--- src/design/twma_pkg.sv ---
// Shared types and constants for the time-weighted moving average block.
// No dependencies; used by the interfaces, controller, datapath and top level.
package twma_pkg;

  localparam int SAMPLE_W       = 16;
  localparam int INTERVAL_W     = 16;
  localparam int MEAN_W         = 16;
  localparam int WLEN_W         = 5;
  localparam int MAX_WINDOW_DEF = 16;

  localparam logic [WLEN_W-1:0] WLEN_RESET = WLEN_W'(10);

  localparam int APB_ADDR_W = 3;
  localparam int APB_DATA_W = 32;

  // register index is paddr[2]
  localparam logic REG_IDX_WINDOW_LEN = 1'b0;

  typedef struct packed {
    logic accept;
    logic rd_en;
    logic div_start;
    logic load_out;
  } cmd_t;

  typedef struct packed {
    logic pipe_busy;
    logic div_busy;
    logic out_free;
  } sts_t;

endpackage

--- src/design/twma_in_if.sv ---
// Input channel: one sample word with its time interval.
// Depends on twma_pkg.
interface twma_in_if;
  import twma_pkg::*;

  logic                         valid;
  logic                         ready;
  logic signed [SAMPLE_W-1:0]   sample;
  logic        [INTERVAL_W-1:0] interval;

  modport source (output valid, sample, interval, input ready);
  modport sink   (input valid, sample, interval, output ready);

endinterface

--- src/design/twma_out_if.sv ---
// Output channel: one mean word with its zero-time flag.
// Depends on twma_pkg.
interface twma_out_if;
  import twma_pkg::*;

  logic                     valid;
  logic                     ready;
  logic signed [MEAN_W-1:0] mean;
  logic                     zero_time;

  modport source (output valid, mean, zero_time, input ready);
  modport sink   (input valid, mean, zero_time, output ready);

endinterface

--- src/design/time_weighted_moving_average_top.sv ---
// Time-weighted sliding-window mean: top level with APB window_len register.
// Depends on twma_pkg, twma_in_if, twma_out_if, twma_ctrl and twma_dp.
//
// Usage:
//  in_i carries one word per item: a signed sample and its unsigned interval.
//  out_o returns one word per item: the interval-weighted mean of the last
//  window_len samples (truncated toward zero) and zero_time, set when the
//  interval sum of the window is zero and the previous mean is repeated
//  (the sample itself for the first item after reset).
//  window_len sits at APB byte address 0; 0 acts as 1, values above
//  MAX_WINDOW act as MAX_WINDOW. Write it only while the block is idle.
//  Each item reads one ring entry per cycle over the window, then runs a
//  restoring divider at one quotient bit per cycle (38 bits at the default
//  MAX_WINDOW of 16).
//  One item is in work at a time; in_i.ready is high only between items.
//  A finished word waits in the output register, so a stalled receiver
//  does not stop the next item from being accepted and computed; it then
//  holds until the output register frees.
//  Reset marks every ring entry invalid, clears the held mean and sets window_len to 10.
module time_weighted_moving_average_top #(
  parameter int MAX_WINDOW = twma_pkg::MAX_WINDOW_DEF
) (
  input  logic                            clk_i,
  input  logic                            rst_ni,
  twma_in_if.sink                         in_i,
  twma_out_if.source                      out_o,
  input  logic                            psel,
  input  logic                            penable,
  input  logic                            pwrite,
  input  logic [twma_pkg::APB_ADDR_W-1:0] paddr,
  input  logic [twma_pkg::APB_DATA_W-1:0] pwdata,
  output logic [twma_pkg::APB_DATA_W-1:0] prdata,
  output logic                            pready
);
  import twma_pkg::*;

  logic [WLEN_W-1:0] wlen_q;
  cmd_t              cmd;
  sts_t              sts;

  assign pready = 1'b1;

  always_ff @(posedge clk_i or negedge rst_ni) begin
    if (!rst_ni) begin
      wlen_q <= WLEN_RESET;
    end else if (psel && penable && pwrite && (paddr[2] == REG_IDX_WINDOW_LEN)) begin
      wlen_q <= pwdata[WLEN_W-1:0];
    end
  end

  assign prdata = (paddr[2] == REG_IDX_WINDOW_LEN) ? APB_DATA_W'(wlen_q) : '0;

  twma_ctrl #(
    .MAX_WINDOW(MAX_WINDOW)
  ) u_ctrl (
    .clk_i      (clk_i),
    .rst_ni     (rst_ni),
    .in_valid_i (in_i.valid),
    .in_ready_o (in_i.ready),
    .wlen_i     (wlen_q),
    .cmd_o      (cmd),
    .sts_i      (sts)
  );

  twma_dp #(
    .MAX_WINDOW(MAX_WINDOW)
  ) u_dp (
    .clk_i       (clk_i),
    .rst_ni      (rst_ni),
    .cmd_i       (cmd),
    .sts_o       (sts),
    .sample_i    (in_i.sample),
    .interval_i  (in_i.interval),
    .out_ready_i (out_o.ready),
    .out_valid_o (out_o.valid),
    .mean_o      (out_o.mean),
    .zero_time_o (out_o.zero_time)
  );

endmodule

--- src/design/twma_ctrl.sv ---
// Controller FSM: sequences ring write, window read, divide and output load.
// Depends on twma_pkg; drives twma_dp through cmd_t, watches sts_t.
module twma_ctrl #(
  parameter int MAX_WINDOW = twma_pkg::MAX_WINDOW_DEF
) (
  input  logic                        clk_i,
  input  logic                        rst_ni,
  input  logic                        in_valid_i,
  output logic                        in_ready_o,
  input  logic [twma_pkg::WLEN_W-1:0] wlen_i,
  output twma_pkg::cmd_t              cmd_o,
  input  twma_pkg::sts_t              sts_i
);
  import twma_pkg::*;

  typedef enum logic [4:0] {
    ST_IDLE  = 5'b00001,
    ST_READ  = 5'b00010,
    ST_DRAIN = 5'b00100,
    ST_DIV   = 5'b01000,
    ST_OUT   = 5'b10000
  } state_e;

  state_e            state_q, state_d;
  logic [WLEN_W-1:0] cnt_q, cnt_d;
  logic [WLEN_W-1:0] len_eff;

  always_comb begin
    if (wlen_i == '0) begin
      len_eff = WLEN_W'(1);
    end else if (32'(wlen_i) > MAX_WINDOW) begin
      len_eff = WLEN_W'(MAX_WINDOW);
    end else begin
      len_eff = wlen_i;
    end
  end

  always_comb begin
    state_d    = state_q;
    cnt_d      = cnt_q;
    cmd_o      = '0;
    in_ready_o = 1'b0;
    case (state_q)
      ST_IDLE: begin
        in_ready_o = 1'b1;
        if (in_valid_i) begin
          cmd_o.accept = 1'b1;
          cnt_d        = len_eff;
          state_d      = ST_READ;
        end
      end
      ST_READ: begin
        cmd_o.rd_en = 1'b1;
        cnt_d       = cnt_q - WLEN_W'(1);
        if (cnt_q == WLEN_W'(1)) begin
          state_d = ST_DRAIN;
        end
      end
      ST_DRAIN: begin
        if (!sts_i.pipe_busy) begin
          cmd_o.div_start = 1'b1;
          state_d         = ST_DIV;
        end
      end
      ST_DIV: begin
        if (!sts_i.div_busy) begin
          state_d = ST_OUT;
        end
      end
      ST_OUT: begin
        if (sts_i.out_free) begin
          cmd_o.load_out = 1'b1;
          state_d        = ST_IDLE;
        end
      end
      default: begin
        state_d = ST_IDLE;
      end
    endcase
  end

  always_ff @(posedge clk_i or negedge rst_ni) begin
    if (!rst_ni) begin
      state_q <= ST_IDLE;
      cnt_q   <= '0;
    end else begin
      state_q <= state_d;
      cnt_q   <= cnt_d;
    end
  end

endmodule

--- src/design/twma_dp.sv ---
// Datapath: sample/interval ring, multiply-accumulate over the window,
// restoring divider, held mean and output register. Depends on twma_pkg.
module twma_dp #(
  parameter int MAX_WINDOW = twma_pkg::MAX_WINDOW_DEF
) (
  input  logic                                   clk_i,
  input  logic                                   rst_ni,
  input  twma_pkg::cmd_t                         cmd_i,
  output twma_pkg::sts_t                         sts_o,
  input  logic signed [twma_pkg::SAMPLE_W-1:0]   sample_i,
  input  logic        [twma_pkg::INTERVAL_W-1:0] interval_i,
  input  logic                                   out_ready_i,
  output logic                                   out_valid_o,
  output logic signed [twma_pkg::MEAN_W-1:0]     mean_o,
  output logic                                   zero_time_o
);
  import twma_pkg::*;

  localparam int IDX_W   = (MAX_WINDOW > 1) ? $clog2(MAX_WINDOW) : 1;
  localparam int WIN_CAP = (MAX_WINDOW < 31) ? MAX_WINDOW : 31;
  localparam int GROW_W  = $clog2(WIN_CAP + 1);
  localparam int PROD_W  = SAMPLE_W + INTERVAL_W + 1;
  localparam int SUM_W   = PROD_W + GROW_W;
  localparam int TS_W    = INTERVAL_W + GROW_W;
  localparam int DCNT_W  = $clog2(SUM_W + 1);
  localparam int ENTRY_W = SAMPLE_W + INTERVAL_W;
  localparam logic [IDX_W-1:0] LAST_IDX = IDX_W'(MAX_WINDOW - 1);

  // ring
  logic [ENTRY_W-1:0]    mem_q [MAX_WINDOW];
  logic [MAX_WINDOW-1:0] vld_q;
  logic [IDX_W-1:0]      wp_q, pos_q;

  // window accumulate pipeline
  logic                         rvld_q, pvld_q, rd_ok_q;
  logic [ENTRY_W-1:0]           rd_data_q;
  logic signed [PROD_W-1:0]     prod_q, prod_d;
  logic [INTERVAL_W-1:0]        tadd_q;
  logic signed [SUM_W-1:0]      ws_q;
  logic [TS_W-1:0]              ts_q;
  logic signed [SAMPLE_W-1:0]   sample_q;

  // divider
  logic              div_busy_q, neg_q;
  logic [DCNT_W-1:0] dcnt_q;
  logic [SUM_W-1:0]  dvd_q, dvd_d;
  logic [TS_W-1:0]   rem_q, rem_d;
  logic [TS_W:0]     rem_sh;
  logic [SUM_W-1:0]  ws_abs;

  // result
  logic signed [MEAN_W-1:0] held_q, res_mean, quot_lo;
  logic                     seen_q;
  logic                     out_valid_q, zero_q;
  logic signed [MEAN_W-1:0] mean_q;

  always_ff @(posedge clk_i) begin
    if (cmd_i.accept) begin
      mem_q[wp_q] <= {sample_i, interval_i};
      sample_q    <= sample_i;
    end
    if (cmd_i.rd_en) begin
      rd_data_q <= mem_q[pos_q];
    end
  end

  always_ff @(posedge clk_i or negedge rst_ni) begin
    if (!rst_ni) begin
      vld_q   <= '0;
      wp_q    <= '0;
      pos_q   <= '0;
      rd_ok_q <= 1'b0;
      rvld_q  <= 1'b0;
      pvld_q  <= 1'b0;
    end else begin
      rvld_q <= cmd_i.rd_en;
      pvld_q <= rvld_q;
      if (cmd_i.accept) begin
        vld_q[wp_q] <= 1'b1;
        pos_q       <= wp_q;
        wp_q        <= (wp_q == LAST_IDX) ? '0 : wp_q + IDX_W'(1);
      end else if (cmd_i.rd_en) begin
        rd_ok_q <= vld_q[pos_q];
        pos_q   <= (pos_q == '0) ? LAST_IDX : pos_q - IDX_W'(1);
      end
    end
  end

  always_comb begin
    logic signed [PROD_W-1:0] s_ext, t_ext;
    s_ext  = PROD_W'(signed'(rd_data_q[ENTRY_W-1 -: SAMPLE_W]));
    t_ext  = signed'(PROD_W'(rd_data_q[INTERVAL_W-1:0]));
    prod_d = s_ext * t_ext;
  end

  always_ff @(posedge clk_i) begin
    if (rvld_q) begin
      prod_q <= rd_ok_q ? prod_d : '0;
      tadd_q <= rd_ok_q ? rd_data_q[INTERVAL_W-1:0] : '0;
    end
    if (cmd_i.accept) begin
      ws_q <= '0;
      ts_q <= '0;
    end else if (pvld_q) begin
      ws_q <= ws_q + SUM_W'(prod_q);
      ts_q <= ts_q + TS_W'(tadd_q);
    end
  end

  // restoring division, one quotient bit per cycle
  assign ws_abs = ws_q[SUM_W-1] ? SUM_W'(-ws_q) : SUM_W'(ws_q);
  assign rem_sh = {rem_q, dvd_q[SUM_W-1]};

  always_comb begin
    if (rem_sh >= {1'b0, ts_q}) begin
      rem_d = TS_W'(rem_sh - {1'b0, ts_q});
      dvd_d = {dvd_q[SUM_W-2:0], 1'b1};
    end else begin
      rem_d = rem_sh[TS_W-1:0];
      dvd_d = {dvd_q[SUM_W-2:0], 1'b0};
    end
  end

  always_ff @(posedge clk_i) begin
    if (cmd_i.div_start) begin
      dvd_q <= ws_abs;
      rem_q <= '0;
      neg_q <= ws_q[SUM_W-1];
    end else if (div_busy_q) begin
      dvd_q <= dvd_d;
      rem_q <= rem_d;
    end
  end

  always_ff @(posedge clk_i or negedge rst_ni) begin
    if (!rst_ni) begin
      div_busy_q <= 1'b0;
      dcnt_q     <= '0;
    end else if (cmd_i.div_start) begin
      div_busy_q <= 1'b1;
      dcnt_q     <= DCNT_W'(SUM_W);
    end else if (div_busy_q) begin
      dcnt_q <= dcnt_q - DCNT_W'(1);
      if (dcnt_q == DCNT_W'(1)) begin
        div_busy_q <= 1'b0;
      end
    end
  end

  assign quot_lo = neg_q ? MEAN_W'(-dvd_q) : MEAN_W'(dvd_q);

  always_comb begin
    if (ts_q == '0) begin
      res_mean = seen_q ? held_q : sample_q;
    end else begin
      res_mean = quot_lo;
    end
  end

  always_ff @(posedge clk_i or negedge rst_ni) begin
    if (!rst_ni) begin
      held_q      <= '0;
      seen_q      <= 1'b0;
      out_valid_q <= 1'b0;
    end else if (cmd_i.load_out) begin
      held_q      <= res_mean;
      seen_q      <= 1'b1;
      out_valid_q <= 1'b1;
    end else if (out_ready_i) begin
      out_valid_q <= 1'b0;
    end
  end

  always_ff @(posedge clk_i) begin
    if (cmd_i.load_out) begin
      mean_q <= res_mean;
      zero_q <= (ts_q == '0);
    end
  end

  assign out_valid_o     = out_valid_q;
  assign mean_o          = mean_q;
  assign zero_time_o     = zero_q;
  assign sts_o.pipe_busy = rvld_q | pvld_q;
  assign sts_o.div_busy  = div_busy_q;
  assign sts_o.out_free  = !out_valid_q || out_ready_i;

endmodule
--- src/flat_wrapper.sv ---
// flat-port wrapper written by rule: the top's interface ports become plain ports
module time_weighted_moving_average_top_flat import twma_pkg::*;
#(
  parameter int MAX_WINDOW = twma_pkg::MAX_WINDOW_DEF
)
  (clk_i, rst_ni, psel, penable, pwrite, paddr, pwdata, prdata, pready, in_i_valid, in_i_sample, in_i_interval, in_i_ready, out_o_valid, out_o_mean, out_o_zero_time, out_o_ready);
  twma_in_if in_i_i ();
  twma_out_if out_o_i ();
  input  logic clk_i;
  input  logic rst_ni;
  input  logic psel;
  input  logic penable;
  input  logic pwrite;
  input  logic [twma_pkg::APB_ADDR_W-1:0] paddr;
  input  logic [twma_pkg::APB_DATA_W-1:0] pwdata;
  output logic [twma_pkg::APB_DATA_W-1:0] prdata;
  output logic pready;
  input wire logic [$bits(in_i_i.valid)-1:0] in_i_valid;
  input wire logic [$bits(in_i_i.sample)-1:0] in_i_sample;
  input wire logic [$bits(in_i_i.interval)-1:0] in_i_interval;
  output wire logic [$bits(in_i_i.ready)-1:0] in_i_ready;
  output wire logic [$bits(out_o_i.valid)-1:0] out_o_valid;
  output wire logic [$bits(out_o_i.mean)-1:0] out_o_mean;
  output wire logic [$bits(out_o_i.zero_time)-1:0] out_o_zero_time;
  input wire logic [$bits(out_o_i.ready)-1:0] out_o_ready;
  assign in_i_i.valid = in_i_valid;
  assign in_i_i.sample = in_i_sample;
  assign in_i_i.interval = in_i_interval;
  assign in_i_ready = in_i_i.ready;
  assign out_o_valid = out_o_i.valid;
  assign out_o_mean = out_o_i.mean;
  assign out_o_zero_time = out_o_i.zero_time;
  assign out_o_i.ready = out_o_ready;
  time_weighted_moving_average_top #(.MAX_WINDOW(MAX_WINDOW)) u_core (.clk_i(clk_i), .rst_ni(rst_ni), .in_i(in_i_i), .out_o(out_o_i), .psel(psel), .penable(penable), .pwrite(pwrite), .paddr(paddr), .pwdata(pwdata), .prdata(prdata), .pready(pready));
endmodule
--- config.mk ---
export PLATFORM = sky130hd
export DESIGN_NAME = time_weighted_moving_average_top_flat
export DESIGN_NICKNAME = d
export VERILOG_FILES = /design/src/design/twma_pkg.sv /design/src/design/twma_in_if.sv /design/src/design/twma_out_if.sv /design/src/design/time_weighted_moving_average_top.sv /design/src/design/twma_ctrl.sv /design/src/design/twma_dp.sv /design/src/flat_wrapper.sv
export SDC_FILE = /design/constraint.sdc
export NUM_CORES = 2
export LEC_CHECK = 0
export ABC_AREA = 0
export BUFFER_PORTS_ARGS = -buffer_cell sky130_fd_sc_hd__buf_2
export CORE_MARGIN = 4
export CORE_UTILIZATION = 30
export CTS_BUF_LIST = sky130_fd_sc_hd__clkbuf_2
export CTS_CLUSTER_DIAMETER = 60
export DETAILED_ROUTE_END_ITERATION = 8
export SLEW_MARGIN = 5
export SYNTH_ARGS = -nofsm -noshare
export SYNTH_HDL_FRONTEND = slang
export SYNTH_SLANG_ARGS = --single-unit
--- constraint.sdc ---
create_clock -name clk_i -period 8.3 [get_ports clk_i]
set_input_delay 0.415 -clock clk_i [delete_from_list [all_inputs] [get_ports clk_i]]
set_output_delay 0.415 -clock clk_i [all_outputs]
set_load 0.03 [all_outputs]
==> results.tsv <==
stage	metric	value	unit
run_status	status	finished clean	
floorplanning	chip width	393	µm
setup_path	Critical Path, Cell by Cell	and2_1 > fa_1 > inv_1 > fa_1 > fa_1 > fa_1 > inv_1 > fa_1 > inv_1 > fa_1 > inv_1 > ha_1 > a21o_1 > a21o_1 > a311oi_2 > a211oi_1 > a41o_1 > a41o_1 > a2111oi_4 > or3_1 > a21boi_1	
clocking	CTS max path bufs	3	
drt	Vias/cell	4.74	
global_routing	vias in the first global route	28700	
clocking	H-tree levels	4	
min_path	Hold Path Stages	3	
timing	crit share post-route	0.863	
global_routing	pin count of the biggest net entering global routing	92	
setup_path	register-to-register setup slack	1140	ps
global_routing	first-pass GRT wire length	164000	µm
setup_path	CP startpoint kind	flop	
cells_and_area	Post-Layout Cell Count	5762	
floorplanning	Initial Utilization	0.302	
logic_synthesis	Mapped Area	44500	µm²
logic_synthesis	Netlist cell types	76	
timing	measured slew at the worst slew-check pin	1090	ps
setup_path	slowest stage cell, crit path	edfxtp_1	
timing	Fin Setup TNS	0	ps
placement	Detailed Place HPWL	66800	µm
clocking	worst skew pair latency	1570	ps
floorplanning	DIE HEIGHT	393	µm
timing	Final Critical Period	7160	ps
global_routing	total track usage	0.137	
job	max-cap viol count	0	
clocking	Clock transition at path regs	110	ps
clocking	CTS Hold Bufs	89	
setup_path	crit-path most repeated cell	fa_1	
timing	worst setup margin	1140	ps
setup_path	reg2reg path depth	21	
drt	final WL	104000	µm
logic_synthesis	syn avg cell area	13.2	µm²
placement	gpl congestion	0.809	
min_path	Min-Delay Path Class	in2reg	
floorplanning	CORE AREA	148000	µm²
placement	Post-Place Cells	5295	
drt	WL per Instance	18.0	µm
min_path	WHS Endpoint	u_core.u_dp.mem_q[7][8]	
logic_synthesis	EDFF count, synth	665	
logic_synthesis	Main synth FF type	edfxtp_1	
floorplanning	full die area	155000	µm²
logic_synthesis	sequential element share of the synthesized area	0.522	
timing	Slew headroom	0.270	
logic_synthesis	Post-synth ARST share	0.0825	
setup_path	Crit path max-delay family	adder cells	
setup_path	worst path required time	9560	ps
setup_path	Crit. Startpoint	u_core.u_dp.rd_data_q[5]	
setup_path	Crit path largest cell delay	700	ps
drt	1st-pass router iterations	6	
timing	RSZ-0062 raised after global routing	no	
clocking	post-CTS setup buffer count	0	
timing	Final Setup Violations	0	
clocking	clock buffer count from CTS	204	
clocking	CTS root buf	clkbuf_2	
timing	f_max	140	MHz
drt	vias	27300	
setup_path	Worst R2R End	u_core.u_dp.prod_q[29]	
setup_path	CP max FO	17	
cells_and_area	layout cells sized above 1	0.178	
min_path	hold path startpoint	in_i_interval[8]	
timing	Hold Violations, Final	0	
clocking	CTS tree	built	
drt	DRT iter0 DRCs	1869	
placement	IO Port Bufs	68	
floorplanning	io pins	126	
placement	pre-CTS WS	1220	ps
clocking	# clock sinks	812	
logic_synthesis	Mapped Cells	3385	
setup_path	Setup CP Type	reg2reg	
logic_synthesis	Synth warnings	0	
setup_path	CP Capture Type	flop	
logic_synthesis	#FFs+latches synth	812	
setup_path	Worst EP arrival	8420	ps
clocking	CTS resizes	0	
timing	Worst Skew	128	ps
global_routing	total gr overflow	0	
floorplanning	Std-Cell Rows	141	
setup_path	Buffers & Inverters on Critical Path	4	
timing	Slew Limit Fails	0	
setup_path	R2R Path Start	u_core.u_dp.rd_data_q[5]	
global_routing	antenna violations before repair	7	
drt	Final ANT Viol Nets	0	
cells_and_area	nets	4138	
cells_and_area	area grow syn2layout	12.1	%
drt	number of remaining DRC errors	0	
Yosys cell counts, drive strengths merged (15+ instances only):
| master | number | area share |
|---|---|---|
| or2 | 22 | 0.0031 |
| ha | 207 | 0.058 |
| nor2b | 19 | 0.0027 |
| a211oi | 19 | 0.0032 |
| dfxtp | 80 | 0.036 |
| a21o | 53 | 0.0089 |
| inv | 312 | 0.026 |
| nand3b | 15 | 0.0025 |
| and3 | 17 | 0.0024 |
| o31ai | 21 | 0.0038 |
| dfrtp | 64 | 0.036 |
| o21ai | 141 | 0.016 |
| buf | 48 | 0.0065 |
| nand2 | 302 | 0.025 |
| and2 | 184 | 0.026 |
| edfxtp | 665 | 0.45 |
| xor2 | 66 | 0.013 |
| nor2 | 140 | 0.012 |
| nor3 | 27 | 0.0030 |
| a21oi | 127 | 0.014 |
| mux2i | 69 | 0.016 |
| nand3 | 31 | 0.0035 |
| clkbuf | 109 | 0.0092 |
| fa | 197 | 0.089 |
| xnor2 | 74 | 0.015 |
| mux4 | 165 | 0.083 |
| nand2b | 41 | 0.0058 |
tightest hold or removal path: cells and delay by family:
kind / cells / cell delay [ps]
buffers and inverters: 3 / 1360
final cells by class:
| class | instances | area (µm²) |
|---|---|---|
| clock inverter | 77 | 463 |
| fill | 14500 | 97700 |
| timing repair buffer | 200 | 1570 |
| tap | 1930 | 2410 |
| multi-input combinational | 2127 | 19500 |
| clock buffer | 298 | 1490 |
| sequential | 812 | 23300 |
| inverter | 315 | 1180 |
| antenna | 3 | 7.51 |
worst max path at each step:
stage | cells past startpoint | to
6_report | 21 | u_core.u_dp.prod_q[29]
5_1_grt | 21 | u_core.u_dp.prod_q[29]
4_1_cts | 21 | u_core.u_dp.prod_q[29]
3_5_place_dp | 21 | u_core.u_dp.prod_q[29]
3_3_place_gp | 21 | u_core.u_dp.prod_q[29]
2_1_floorplan | 23 | u_core.u_dp.prod_q[28]
layout by cell type, fill, tap and decap left out, types with 20 or more instances in the layout:
| master | n |
|---|---|
| edfxtp_1 | 665 |
| inv_1 | 310 |
| nand2_1 | 302 |
| clkbuf_2 | 298 |
| ha_1 | 207 |
| fa_1 | 197 |
| and2_1 | 168 |
| mux4_2 | 165 |
| nor2_1 | 140 |
| o21ai_0 | 139 |
| a21oi_1 | 127 |
| dlygate4sd3_1 | 89 |
| dfxtp_1 | 80 |
| xnor2_1 | 74 |
| mux2i_1 | 69 |
| buf_2 | 67 |
| xor2_1 | 66 |
| dfrtp_1 | 59 |
| a21o_1 | 53 |
| clkinv_1 | 47 |
| buf_4 | 43 |
| nand2b_1 | 40 |
| nand3_1 | 31 |
| conb_1 | 28 |
| nor3_1 | 27 |
| or2_2 | 22 |
| o31ai_1 | 20 |
kinds of logic (layout without fill, tap and decap cells):
| group | after synthesis | after routing | share of synthesized area |
|---|---|---|---|
| simple gates | 848 | 848 | 0.0938 |
| buf+inv | 472 | 890 | 0.0423 |
| mux | 246 | 246 | 0.102 |
| flops | 812 | 812 | 0.522 |
| xor+xnor | 140 | 140 | 0.0275 |
| other cells | 2 | 31 | 0.000169 |
| fa+ha+maj | 404 | 404 | 0.147 |
| compound gates | 461 | 461 | 0.0654 |
metrics by stage:
stage          hold slack (ps)  area (µm²)   util
6_report                   443       49900  0.338
5_1_grt                    283       49900  0.338
4_1_cts                    153       49900  0.338
3_5_place_dp               286       47100  0.319
3_3_place_gp               284       47100  0.319
2_1_floorplan              119       44600      -
per-layer routing:
| metal | vias to the layer above | global-route usage | part of all wire |
|---|---|---|---|
| li1 | 12800 | - | - |
| met1 | 13800 | 0.180 | 0.44 |
| met2 | 646 | 0.232 | 0.49 |
| met3 | 129 | 0.0287 | 0.053 |
| met4 | 2 | 0.0360 | 0.015 |
| met5 | - | 0 | 0.00012 |
flip-flops by register name, indices dropped and copies added, names as in the netlist, 6 cells and up:
| name | flops |
|---|---|
| u_core.u_dp.vld_q | 16 |
| u_core.u_dp.rem_q | 21 |
| u_core.u_dp.prod_q | 33 |
| u_core.u_dp.ts_q | 21 |
| u_core.u_dp.rd_data_q | 32 |
| u_core.u_dp.dcnt_q | 6 |
| u_core.u_dp.dvd_q | 38 |
| u_core.u_dp.ws_q | 38 |
| u_core.u_dp.held_q | 16 |
| u_core.u_dp.mean_o | 16 |
| u_core.u_dp.tadd_q | 16 |
| u_core.u_dp.sample_q | 16 |
| u_core.u_dp.mem_q | 512 |
Power is not shown: default switching activity piles up to over one toggle a cycle in this logic, so the estimate is an artifact.
